[src/jpr_pkg.sv]
`timescale 1ns / 1ps
`default_nettype none
// ----------------------------------------------------------------------------
// jpr_pkg
// Shared constants, codes and types of the Jacobi pressure relaxation block.
// ----------------------------------------------------------------------------
package jpr_pkg;

    localparam int GRID_DIM    = 32;
    localparam int DIM_W       = $clog2(GRID_DIM);
    localparam int GRID_CELLS  = GRID_DIM * GRID_DIM;
    localparam int CELL_W      = 2 * DIM_W;
    localparam int DATA_W      = 32;
    localparam int TOL_W       = 31;
    localparam int SWEEP_W     = 8;
    localparam int CFG_IDX_W   = 2;
    localparam int CUBE_SHIFT  = 3 * DIM_W;
    localparam int DEN_SHIFT   = CUBE_SHIFT + 2;
    localparam int SUM_W       = DATA_W + 2;
    localparam int NUM_W       = SUM_W + CUBE_SHIFT + 1;
    localparam int Q_W         = NUM_W - DEN_SHIFT;
    localparam int WIN_LEN     = 2 * GRID_DIM;
    localparam int STREAM_LAST = GRID_CELLS + GRID_DIM - 1;
    localparam int CNT_W       = $clog2(STREAM_LAST + 1);
    localparam int DRAIN_LAST  = 3;
    localparam int DRAIN_W     = 2;
    localparam int IN_TDATA_W  = 48;
    localparam int OUT_TDATA_W = 40;

    typedef enum logic [1:0] {
        MODE_WR_RES  = 2'd0,
        MODE_WR_CORR = 2'd1,
        MODE_RUN     = 2'd2,
        MODE_RD_CORR = 2'd3
    } jpr_mode_t;

    typedef enum logic [CFG_IDX_W-1:0] {
        CFG_SWEEP_COUNT = 2'd0,
        CFG_TOLERANCE   = 2'd1
    } jpr_cfg_t;

    typedef enum logic [2:0] {
        ST_CLEAR,
        ST_IDLE,
        ST_READ,
        ST_SWEEP,
        ST_DRAIN,
        ST_DONE
    } jpr_state_t;

    typedef struct packed {
        logic              valid;
        logic [CELL_W-1:0] addr;
    } jpr_tag_t;

endpackage : jpr_pkg
`default_nettype wire

[src/jpr_update.sv]
`timescale 1ns / 1ps
`default_nettype none
// ----------------------------------------------------------------------------
// jpr_update
// Three-stage cell update: neighbor sum, scaled residual with rounding and
// saturation, then the change test against the tolerance.
// ----------------------------------------------------------------------------
module jpr_update (
    input  wire logic                          clk,
    input  wire logic                          rst_n,
    input  wire jpr_pkg::jpr_tag_t             in_tag,
    input  wire logic [jpr_pkg::DATA_W-1:0]    self_val,
    input  wire logic [jpr_pkg::DATA_W-1:0]    up_val,
    input  wire logic [jpr_pkg::DATA_W-1:0]    down_val,
    input  wire logic [jpr_pkg::DATA_W-1:0]    left_val,
    input  wire logic [jpr_pkg::DATA_W-1:0]    right_val,
    input  wire logic [jpr_pkg::DATA_W-1:0]    res_val,
    input  wire logic [jpr_pkg::TOL_W-1:0]     tolerance,
    output jpr_pkg::jpr_tag_t                  wr_tag,
    output logic      [jpr_pkg::DATA_W-1:0]    wr_value,
    output logic                               over
);
    import jpr_pkg::*;

    logic [DIM_W-1:0]        row;
    logic [DIM_W-1:0]        col;
    logic [DATA_W-1:0]       up_sel;
    logic [DATA_W-1:0]       down_sel;
    logic [DATA_W-1:0]       left_sel;
    logic [DATA_W-1:0]       right_sel;
    logic signed [SUM_W-1:0] sum_next;

    jpr_tag_t                a_tag_reg;
    logic signed [SUM_W-1:0] a_sum_reg;
    logic [DATA_W-1:0]       a_self_reg;
    logic [DATA_W-1:0]       a_res_reg;

    logic signed [NUM_W-1:0] num;
    logic signed [NUM_W-1:0] quo;
    logic [DATA_W-1:0]       sat_next;

    jpr_tag_t                b_tag_reg;
    logic [DATA_W-1:0]       b_next_reg;
    logic [DATA_W-1:0]       b_self_reg;

    logic signed [DATA_W:0]  diff;
    logic [DATA_W:0]         diff_abs;

    // stage A: replace neighbors outside the grid by the cell itself
    assign row       = in_tag.addr[CELL_W-1:DIM_W];
    assign col       = in_tag.addr[DIM_W-1:0];
    assign up_sel    = (row == '0) ? self_val : up_val;
    assign down_sel  = (row == '1) ? self_val : down_val;
    assign left_sel  = (col == '0) ? self_val : left_val;
    assign right_sel = (col == '1) ? self_val : right_val;
    assign sum_next  = SUM_W'($signed(up_sel)) + SUM_W'($signed(down_sel))
                     + SUM_W'($signed(left_sel)) + SUM_W'($signed(right_sel));

    // stage B: round half up, then saturate
    assign num = (NUM_W'(a_sum_reg) <<< CUBE_SHIFT) - NUM_W'($signed(a_res_reg))
               + (NUM_W'(1) <<< (DEN_SHIFT - 1));
    assign quo = num >>> DEN_SHIFT;

    always_comb
    begin
        if (quo[Q_W-1] != quo[DATA_W-1])
        begin
            sat_next = quo[Q_W-1] ? {1'b1, {(DATA_W-1){1'b0}}}
                                  : {1'b0, {(DATA_W-1){1'b1}}};
        end
        else
        begin
            sat_next = quo[DATA_W-1:0];
        end
    end

    // stage C: change test
    assign diff     = (DATA_W+1)'($signed(b_self_reg)) - (DATA_W+1)'($signed(b_next_reg));
    assign diff_abs = diff[DATA_W] ? (DATA_W+1)'(-diff) : (DATA_W+1)'(diff);
    assign over     = b_tag_reg.valid && (diff_abs > (DATA_W+1)'(tolerance));
    assign wr_tag   = b_tag_reg;
    assign wr_value = b_next_reg;

    always_ff @(posedge clk or negedge rst_n)
    begin
        if (!rst_n)
        begin
            a_tag_reg <= '0;
            b_tag_reg <= '0;
        end
        else
        begin
            a_tag_reg <= in_tag;
            b_tag_reg <= a_tag_reg;
        end
    end

    always_ff @(posedge clk)
    begin
        a_sum_reg      <= sum_next;
        a_self_reg     <= self_val;
        a_res_reg      <= res_val;
        b_next_reg     <= sat_next;
        b_self_reg     <= a_self_reg;
    end

endmodule : jpr_update
`default_nettype wire

[config.mk]
export PLATFORM = sky130hd
export DESIGN_NAME = jpr_update
export DESIGN_NICKNAME = d
export VERILOG_FILES = /design/src/jpr_pkg.sv /design/src/jpr_update.sv
export SDC_FILE = /design/constraint.sdc
export NUM_CORES = 1
export LEC_CHECK = 0
export BUFFER_PORTS_ARGS = -buffer_cell sky130_fd_sc_hd__buf_2
export CAP_MARGIN = 20
export CELL_PAD_IN_SITES_DETAIL_PLACEMENT = 0
export CELL_PAD_IN_SITES_GLOBAL_PLACEMENT = 1
export CORE_MARGIN = 2
export CORE_UTILIZATION = 30
export CTS_CLUSTER_SIZE = 25
export DETAILED_ROUTE_END_ITERATION = 6
export PLACE_DENSITY_LB_ADDON = 0.3
export SLEW_MARGIN = 0
export SYNTH_ARGS = -nofsm -noshare
export SYNTH_HDL_FRONTEND = slang
export SYNTH_SLANG_ARGS = --single-unit
[constraint.sdc]
create_clock -name clk -period 17.5 [get_ports clk]
set_input_delay 5.25 -clock clk [delete_from_list [all_inputs] [get_ports clk]]
set_output_delay 5.25 -clock clk [all_outputs]
set_load 0.005 [all_outputs]
==> summary.txt, run 1 <==
Die
  • Die width: 220.3 µm
  • Die extent in y: 220.3 µm
  • I/O pin total: 280
  • Core Area: 46360 µm²
  • Placement Rows: 79
  • Die ar.: 48540 µm²
  • Initial core utilization: 0.3028

Synthesis
  • Synth Warn #: 0
  • Most common cell in the netlist: inv_1
  • Seq/Total Area, Yosys: 0.2702
  • Synth Cell Area: 14040 µm²
  • Synth cell count leaders: 173 x inv_1, 164 x ha_1, 162 x dfxtp_1
  • Mean area per synthesized cell: 9.353 µm²
  • Synth top area cells: dfxtp_1 23%, ha_1 15%, fa_1 9.4%
  • Post-synth net total: 1967
  • Post-synth cell types: 78
  • Post-synthesis register bit count: 184
  • Mapped Cells: 1501
  • Number of synthesized flops with an enable pin: 0
  • Post-synth ARST share: 0.1196
  • Synth Flop Type: dfxtp_1
  • Area leader, netlist: dfxtp_1
  • Yosys top cell area share: 0.2310

Timing
  • Final period utilization: 0.7211
  • Worst slew margin: 0.4114
  • Final min period: 12.62 ns
  • Setup Skew: 0.009021 ns
  • Final TNS setup: 0 ns
  • Setup violations, final: 0
  • Final hold vios: 0
  • Fin. max-slew vios: 0
  • Unrepaired setup endpoints after global routing: no
  • Final hold slack: 0.3264 ns
  • Max Clock Freq: 79.24 MHz
  • Measured slew at the worst slew-check pin: 0.8807 ns

Clock tree
  • Clock sink count: 184
  • CTS tree: done
  • Post_cts resized: 0
  • Worst-skew pair later-pin latency: 0.45 ns
  • Worst-path clk slew: 0.08 ns
  • Root Buffer: clkbuf_16
  • H-tree levels: 4
  • Post-CTS setup buffers: 0
  • Hold buffer count at CTS: 0
  • Max Buffers Root-to-Sink: 2
  • CTS buffer count: 17

Detailed routing
  • Drt wl/cell: 16.69 µm
  • Vias: 11.38k
  • DRT antenna net count: 0
  • Final WL: 40.01 mm
  • DRT Pass-1 Iters: 5
  • Remaining routing DRC violations: 0
  • Number of vias per cell: 4.746
  • Drt initial violations: 407

Power and ir drop
  • Cell Pwr Density: 181.1 nW/µm²
  • Leak pwr: 0.008150 µW
  • Reg power frac: 0.189
  • Clock power share: 0.132
  • Sw power: 1432 µW
  • Int Pwr: 1612 µW
  • Combinational cell fraction of total power: 0.679
  • VDD IR max: 0.00007685 V
  • Switching share of power: 0.4704

Layout
  • P&R area growth vs syn: 19.71%
  • Multi-input logic area: 9499 µm²
  • Filler cells: 4750
  • FF+latch area: 3794 µm²
  • Fin nets: 2241
  • Number of flip-flops in the largest register: 34
  • Layout cells sized above 1: 0.2198

Global routing
  • Largest net degree at the start of global routing: 33
  • Remaining Overflow, GRT: 0
  • Vias in the first global route: 11.59k
  • Antenna violations before repair: 3
  • Tot GR Track Use: 0.1657
  • Global-route wire length before repair: 61.88 mm

Hold path
  • Hold Path Class: reg2reg
  • Hold path depth: 0
  • Min-delay src: a_self_reg[10]

Critical path
  • Crit path required time: 12.25 ns
  • Worst-path fanout max: 2
  • Reg-to-reg startpoint: a_res_reg[31]
  • CP Class: in2out
  • Worst Setup End Kind: primary output
  • Crit path from: tolerance[1]
  • Reg2reg path depth: 13
  • CP Launch Type: input port
  • Arrival @ worst endpoint: 7.37 ns

Place
  • Final Wtd Congestion: 0.8243
  • DP HPWL: 34.40 mm
  • IO buf count: 279

Run
  • Max_cap viols: 0

Status
  • Status: finished, final reports clean
## routing by layer
| metal | vias up | global-route usage | routed length (µm) |
|---|---|---|---|
| met5 | - | 0 | 13 |
| met4 | 2 | 0.05078 | 820 |
| met3 | 39 | 0.01828 | 1056 |
| met2 | 190 | 0.2905 | 19510 |
| met1 | 5320 | 0.2132 | 18610 |
| li1 | 5824 | - | - |
## metrics by stage
step | std cells | power [µW] | setup slack [ns] | area, µm² | util
floorplan | 1501 | 2088 | 5.387 | 14040 | -
global placement | 2362 | 2642 | 4.896 | 16160 | 0.3485
detailed placement | 2362 | 2664 | 4.852 | 16160 | 0.3485
CTS | 2394 | 3083 | 4.847 | 16790 | 0.3623
global route | 2397 | 3358 | 4.717 | 16800 | 0.3625
finish | 2397 | 3044 | 4.880 | 16800 | 0.3625
## worst max-delay path: stages
cell and delay [ns]:
buf_2 0.08, inv_1 0.03, ha_1 0.30, nor2b_1 0.14, o21a_1 0.16, o21a_1 0.16, o21ai_0 0.16, nand2b_1 0.08
a21oi_1 0.19, o21ai_0 0.13, o2bb2ai_1 0.15, o21a_1 0.16, o21ai_0 0.14, o31ai_1 0.11, buf_2 0.14
## power by group through the flow
| stage | combinational [µW] | sequential [µW] | clock (µW) |
|---|---|---|---|
| final | 2070 | 576 | 402 |
| after global routing | 2340 | 589 | 429 |
| after CTS | 2090 | 578 | 415 |
| after detailed placement | 2080 | 587 | 0 |
| after global placement | 2060 | 587 | 0 |
| after floorplan | 1510 | 574 | 0 |
## cells in the final DEF (no fill, tap or decap), types with 13 or more instances in the layout
cell type / synthesis / routed
nor2b_1: 20 / 20
mux2i_1: 93 / 92
dfxtp_1: 162 / 162
dfrtp_1: 22 / 22
clkbuf_16: 0 / 17
a211oi_1: 13 / 13
nand2_1: 59 / 59
xnor2_1: 66 / 66
fa_1: 66 / 66
nor2_1: 74 / 72
nand2b_1: 15 / 15
o21ai_0: 75 / 75
ha_1: 164 / 164
inv_1: 173 / 173
o21a_1: 17 / 17
mux2_2: 39 / 39
xor2_1: 39 / 39
a21o_1: 43 / 43
nand3_1: 24 / 22
a21oi_1: 90 / 90
nor3_1: 27 / 27
buf_2: 1 / 279
and3_1: 15 / 15
## final cells by class
cell class                 instances  share of cell area
clock buffer                      17             0.02531
timing repair buffer             288             0.08696
sequential                       184              0.2257
tap                              607             0.04519
inverter                         173             0.03864
multi-input combinational       1111              0.5653
antenna                            2           0.0002978
clock inverter                    15             0.01258
## worst paths after layout
path,to,slack (ns)
worst min register to register,b_self_reg[10],0.33
worst max-delay path,over,4.88
max in group asynchronous,a_tag_reg[7],12.42
min in group asynchronous,a_tag_reg[2],4.75
worst min-delay path,b_self_reg[10],0.33
worst max register to register,wr_value[19],12.80
## kinds of logic (layout without fill, tap and decap cells)
group                      after synthesis  after routing  share of synthesized area
and+or+nand+nor                        303            303                     0.1131
muxes                                  133            133                    0.09840
DFF                                    184            184                     0.2702
adders and majority gates              230            230                     0.2403
other                                    0              2                          0
AOI/OAI and AO/OA                      340            340                     0.1573
buffers and inverters                  206            493                    0.05517
xor gates and xnor gates               105            105                    0.06551
Power figures use the tool's default switching activity.
==> inputs of run 2 (changes only) <==
Clock period 17.5 ns to 10.25 ns, I/O delays scaled along.
==> run 2 against run 1 <==
Against the previous run: clock power is 72% higher; via count increased by 0.11%; global-route usage is essentially flat; total power grew 70%; die area stayed put; clock skew increased by 0.0056 ns; combinational power rose by 68%; clock-buffer cell count unchanged; hold slack got worse by 0.0015 ns; first-iteration DRC count rose by 33%; worst setup slack worse by 3.8 ns; utilization about the same; critical path type is now reg2out.
==> summary.txt, run 2 (synthesis results as in run 1) <==
Die
  • Die extent in y: 220.3 µm (unchanged)
  • Placement Rows: 79 (unchanged)
  • Die width: 220.3 µm (unchanged)
  • Initial core utilization: 0.3028 (unchanged)
  • Core Area: 46360 µm² (unchanged)
  • I/O pin total: 280 (unchanged)
  • Die ar.: 48540 µm² (unchanged)

Timing
  • Setup violations, final: 0 (unchanged)
  • Max Clock Freq: 109.5 MHz
  • Final hold slack: 0.3249 ns (was 0.3264 ns)
  • Unrepaired setup endpoints after global routing: no (unchanged)
  • Final period utilization: 0.8913
  • Final hold vios: 0 (unchanged)
  • Measured slew at the worst slew-check pin: 0.9005 ns (was 0.8807 ns)
  • Final TNS setup: 0 ns (unchanged)
  • Setup Skew: 0.01460 ns (was 0.009021 ns)
  • Worst slew margin: 0.3982 (was 0.4114)
  • Final min period: 9.136 ns
  • Fin. max-slew vios: 0 (unchanged)

Hold path
  • Hold path depth: 0 (unchanged)
  • Min-delay src: a_self_reg[15] (was a_self_reg[10])
  • Hold Path Class: reg2reg (unchanged)
  • End point of the worst hold path: b_self_reg[15] (was b_self_reg[10])

Clock tree
  • Hold buffer count at CTS: 0 (unchanged)
  • CTS buffer count: 17 (unchanged)
  • Worst-path clk slew: 0.08 ns (about the same)
  • Post_cts resized: 0 (unchanged)
  • CTS tree: done (unchanged)
  • Max Buffers Root-to-Sink: 2 (unchanged)
  • Clock sink count: 184 (unchanged)
  • Post-CTS setup buffers: 0 (unchanged)
  • Worst-skew pair later-pin latency: 0.46 ns (was 0.45 ns)
  • Root Buffer: clkbuf_16 (unchanged)
  • H-tree levels: 4 (unchanged)

Critical path
  • Reg2reg path depth: 13 (unchanged)
  • Reg-to-reg startpoint: a_res_reg[31] (unchanged)
  • Worst Setup End Kind: primary output (unchanged)
  • Arrival @ worst endpoint: 6.06 ns (was 7.37 ns)
  • Max incr delay on CP: 0.51 ns (was 0.30 ns)
  • Buffer and inverter count on the worst path: 2 (was 3)
  • Delay-heaviest family, CP: compound AO/OA/AOI/OAI gates (unchanged)
  • CP Class: reg2out (was in2out)
  • Worst-path fanout max: 18 (was 2)
  • Reg-to-reg slack, setup: 5.60 ns (was 12.80 ns)
  • Max stage delay cell, worst path: o21ai_1 (was ha_1)
  • Crit path required time: 7.18 ns (was 12.25 ns)
  • Reg-to-Reg End: wr_value[18] (was wr_value[19])
  • CP Launch Type: flop (was input port)

Status
  • Status: finished, final reports clean (unchanged)

Detailed routing
  • Met3 wire length: 1.137 mm (was 1.056 mm)
  • Top sig layer: met4 (was met5)
  • Final WL: 39.77 mm (was 40.01 mm)
  • M1 wire length: 18.50 mm (was 18.61 mm)
  • Number of vias per cell: 4.755 (was 4.746)
  • Remaining routing DRC violations: 0 (unchanged)
  • Drt wl/cell: 16.61 µm (was 16.69 µm)
  • Vias: 11.39k (was 11.38k)
  • Drt initial violations: 540 (was 407)
  • DRT Pass-1 Iters: 5 (unchanged)
  • DRT antenna net count: 0 (unchanged)
  • Met2 WL: 19.36 mm (was 19.51 mm)

Layout
  • N_diodes: 0 (was 2)
  • P&R area growth vs syn: 19.63% (was 19.71%)
  • Fin nets: 2241 (unchanged)
  • Post-route cell area: 16790 µm² (was 16800 µm²)
  • Layout cells sized above 1: 0.2198 (unchanged)
  • Commonest non-fill, non-tap cell in the layout: buf_2 (unchanged)
  • Filler cells: 4716 (was 4750)
  • Commonest cells after routing, fill and taps aside: 279 x buf_2, 173 x inv_1, 164 x ha_1 (unchanged)
  • Multi-input logic area: 9499 µm² (unchanged)
  • Number of flip-flops in the largest register: 34 (unchanged)
  • FF+latch area: 3794 µm² (unchanged)

Place
  • DP HPWL: 34.25 mm (was 34.40 mm)
  • Final Wtd Congestion: 0.8633 (was 0.8243)
  • IO buf count: 279 (unchanged)
  • Placed cell area: 16160 µm² (unchanged)

Run
  • Max_cap viols: 0 (unchanged)

Global routing
  • Tot GR Track Use: 0.1653 (was 0.1657)
  • Vias in the first global route: 11.51k (was 11.59k)
  • Global-route wire length before repair: 61.71 mm (was 61.88 mm)
  • Largest net degree at the start of global routing: 32 (was 33)
  • Remaining Overflow, GRT: 0 (unchanged)
  • Antenna violations before repair: 2 (was 3)

Power and ir drop
  • Leak pwr: 0.008149 µW (was 0.008150 µW)
  • Cell Pwr Density: 307.3 nW/µm² (was 181.1 nW/µm²)
  • VDD IR max: 0.0001287 V (was 0.00007685 V)
  • Overall power: 5160 µW (was 3044 µW)
## run 2: layout make-up
type,instances,area share
inverters,173,0.03866
clock buffers,17,0.02533
multi-input cells,1111,0.5656
repair buffers,288,0.08701
flip-flops and latches,184,0.2259
well taps,607,0.04522
clock inverters,15,0.01229
## run 2: worst max-delay path by stage
stage,cells after the start,to,startpoint
finish,26,over,wr_value[0]
global placement,21,a_sum_reg[33],in_tag[1]
CTS,26,over,wr_value[0]
global route,26,over,wr_value[0]
floorplan,21,a_sum_reg[33],in_tag[8]
detailed placement,19,a_sum_reg[33],in_tag[8]
## run 2: metrics by stage
stage | std cells | setup slack (ns) | util
6_report | 2395 | 1.114 | 0.3623
5_1_grt | 2395 | 0.5518 | 0.3623
4_1_cts | 2394 | 1.087 | 0.3622
3_5_place_dp | 2362 | 1.375 | 0.3485
3_3_place_gp | 2362 | 1.374 | 0.3485
2_1_floorplan | 1501 | 2.032 | -
## run 2: power by group
group | switching, µW | total, µW | internal [µW]
Combinational | 1980 | 3480 | 1500
Sequential | 80.1 | 985 | 905
Clock | 351 | 693 | 341
Total | 2410 | 5160 | 2750
## run 2: layer usage
metal  up-vias  track usage
met3        38      0.01759
met5         -            0
met1      5328       0.2163
met2       205       0.2864
li1       5817            -
met4         0      0.04877
==> inputs of run 3 (changes only) <==
Settings changed: CORE_UTILIZATION 30 to 39.
==> run 3 against run 2 <==
Against the previous run: worst setup slack better by 0.065 ns; hold slack better by 0.0056 ns; largest power group unchanged; largest cell class unchanged; wire length is 7.7% lower; critical path depth is 1 lower.
==> summary.txt, run 3 (synthesis results as in run 1) <==
Detailed routing
  • Drt initial violations: 472 (was 540)
  • DRT antenna net count: 0 (unchanged)
  • Drt wl/cell: 16.34 µm (was 16.61 µm)
  • DRT Pass-1 Iters: 4 (was 5)
  • Number of vias per cell: 5.030 (was 4.755)
  • Final WL: 36.73 mm (was 39.77 mm)
  • Remaining routing DRC violations: 0 (unchanged)
  • Vias: 11.31k (was 11.39k)

Timing
  • Worst slew margin: 0.2420 (was 0.3982)
  • Setup Skew: 0.01475 ns (was 0.01460 ns)
  • Max Clock Freq: 110.2 MHz (was 109.5 MHz)
  • Final period utilization: 0.8850 (was 0.8913)
  • Setup violations, final: 0 (unchanged)
  • Unrepaired setup endpoints after global routing: no (unchanged)
  • Measured slew at the worst slew-check pin: 1.123 ns (was 0.9005 ns)
  • Fin. max-slew vios: 0 (unchanged)
  • Final hold vios: 0 (unchanged)
  • Final hold slack: 0.3305 ns (was 0.3249 ns)
  • Final min period: 9.071 ns (was 9.136 ns)
  • Final TNS setup: 0 ns (unchanged)

Clock tree
  • Worst-skew pair later-pin latency: 0.45 ns (was 0.46 ns)
  • Post_cts resized: 0 (unchanged)
  • Worst-path clk slew: 0.08 ns (about the same)
  • Root Buffer: clkbuf_16 (unchanged)
  • Post-CTS setup buffers: 0 (unchanged)
  • Hold buffer count at CTS: 0 (unchanged)
  • H-tree levels: 4 (unchanged)
  • Max Buffers Root-to-Sink: 2 (unchanged)
  • CTS tree: done (unchanged)
  • Clock sink count: 184 (unchanged)
  • CTS buffer count: 17 (unchanged)

Die
  • Placement Rows: 69 (was 79)
  • Die extent in y: 193.7 µm (was 220.3 µm)
  • Die width: 193.7 µm (was 220.3 µm)
  • Die ar.: 37530 µm² (was 48540 µm²)
  • Core Area: 35480 µm² (was 46360 µm²)
  • I/O pin total: 280 (unchanged)
  • Initial core utilization: 0.3956 (was 0.3028)

Status
  • Status: finished, final reports clean (unchanged)

Power and ir drop
  • Overall power: 5109 µW (was 5160 µW)
  • Leak pwr: 0.008144 µW (was 0.008149 µW)
  • Cell Pwr Density: 307.6 nW/µm² (was 307.3 nW/µm²)
  • VDD IR max: 0.0001346 V (was 0.0001287 V)

Critical path
  • Reg2reg path depth: 13 (unchanged)
  • Reg-to-Reg End: wr_value[15] (was wr_value[18])
  • Max stage delay cell, worst path: or4_1 (was o21ai_1)
  • Arrival @ worst endpoint: 6.00 ns (was 6.06 ns)
  • Worst Setup End Kind: primary output (unchanged)
  • Worst-path fanout max: 4 (was 18)
  • Max incr delay on CP: 0.60 ns (was 0.51 ns)
  • Crit path required time: 7.18 ns (about the same)
  • CP Class: reg2out (unchanged)
  • Reg-to-reg startpoint: a_res_reg[31] (unchanged)
  • Reg-to-reg slack, setup: 5.72 ns (was 5.60 ns)
  • CP Launch Type: flop (unchanged)

Hold path
  • Hold path depth: 0 (unchanged)
  • Hold Path Class: reg2reg (unchanged)
  • End point of the worst hold path: b_self_reg[10] (was b_self_reg[15])
  • Min-delay src: a_self_reg[10] (was a_self_reg[15])

Place
  • Final Wtd Congestion: 0.9012 (was 0.8633)
  • DP Cell Count: 2215 (was 2362)
  • DP HPWL: 31.33 mm (was 34.25 mm)
  • IO buf count: 279 (unchanged)

Run
  • Max_cap viols: 0 (unchanged)

Layout
  • Fin nets: 2239 (was 2241)
  • Filler cells: 3446 (was 4716)
  • Layout cells sized above 1: 0.2189 (was 0.2198)
  • Number of flip-flops in the largest register: 34 (unchanged)
  • FF+latch area: 3794 µm² (unchanged)
  • Multi-input logic area: 9499 µm² (unchanged)
  • P&R area growth vs syn: 18.32% (was 19.63%)
  • Commonest cells after routing, fill and taps aside: 279 x buf_2, 173 x inv_1, 164 x ha_1 (unchanged)
  • Non-filler cells, final: 2248 (was 2395)
  • Commonest non-fill, non-tap cell in the layout: buf_2 (unchanged)

Global routing
  • Global-route wire length before repair: 58.99 mm (was 61.71 mm)
  • Antenna violations before repair: 3 (was 2)
  • Remaining Overflow, GRT: 0 (unchanged)
  • Tot GR Track Use: 0.1957 (was 0.1653)
  • Vias in the first global route: 11.33k (was 11.51k)
  • Largest net degree at the start of global routing: 32 (unchanged)
-- run 3: worst max-delay path by stage --
stage,endpoint,from,cells past startpoint,slack (ns)
6_report,over,b_self_reg[0],25,1.18
5_1_grt,over,b_self_reg[0],27,0.74
4_1_cts,over,b_self_reg[0],25,1.14
3_5_place_dp,a_sum_reg[30],in_tag[8],19,1.43
3_3_place_gp,a_sum_reg[33],in_tag[8],20,1.54
2_1_floorplan,a_sum_reg[33],in_tag[8],21,2.03
-- run 3: layer usage --
metal | up-vias | track usage | share of wire | wire length (µm)
li1 | 5820 | - | - | -
met1 | 5237 | 0.2586 | 0.47 | 17190
met2 | 213 | 0.3374 | 0.48 | 17730
met3 | 34 | 0.02696 | 0.034 | 1266
met4 | 4 | 0.04778 | 0.014 | 512
met5 | - | 0 | 0.00074 | 27
-- run 3: worst max-delay path: cells and delay by family, from the launching register on --
family                   cells  cell delay (ns)
adder cells (fa/ha/maj)      3             0.89
flip-flops                   1             0.32
AND/OR/NAND/NOR              7             2.24
XOR/XNOR                     2             0.28
AO/OA/AOI/OAI               11             1.65
buffers and inverters        2             0.17
-- run 3: power by group --
| group | internal (µW) | switching, µW |
|---|---|---|
| clock network | 341 | 348 |
| registers | 905 | 79.2 |
| logic | 1490 | 1950 |
-- run 3: area by class of cell --
| type | count | area share |
|---|---|---|
| multi-input cells | 1111 | 0.5719 |
| flip-flops and latches | 184 | 0.2284 |
| repair buffers | 286 | 0.08723 |
| inverters | 173 | 0.03909 |
| well taps | 461 | 0.03472 |
| clock buffers | 17 | 0.02561 |
| clock inverters | 15 | 0.01296 |
| diodes | 1 | 0.0001506 |
-- run 3: stage by stage --
stage | cell area [µm²] | util | setup slack [ns]
6_report | 16610 | 0.4681 | 1.179
5_1_grt | 16610 | 0.4681 | 0.7420
4_1_cts | 16610 | 0.4681 | 1.138
3_5_place_dp | 15970 | 0.4500 | 1.432
3_3_place_gp | 15970 | 0.4500 | 1.541
2_1_floorplan | 14040 | - | 2.032
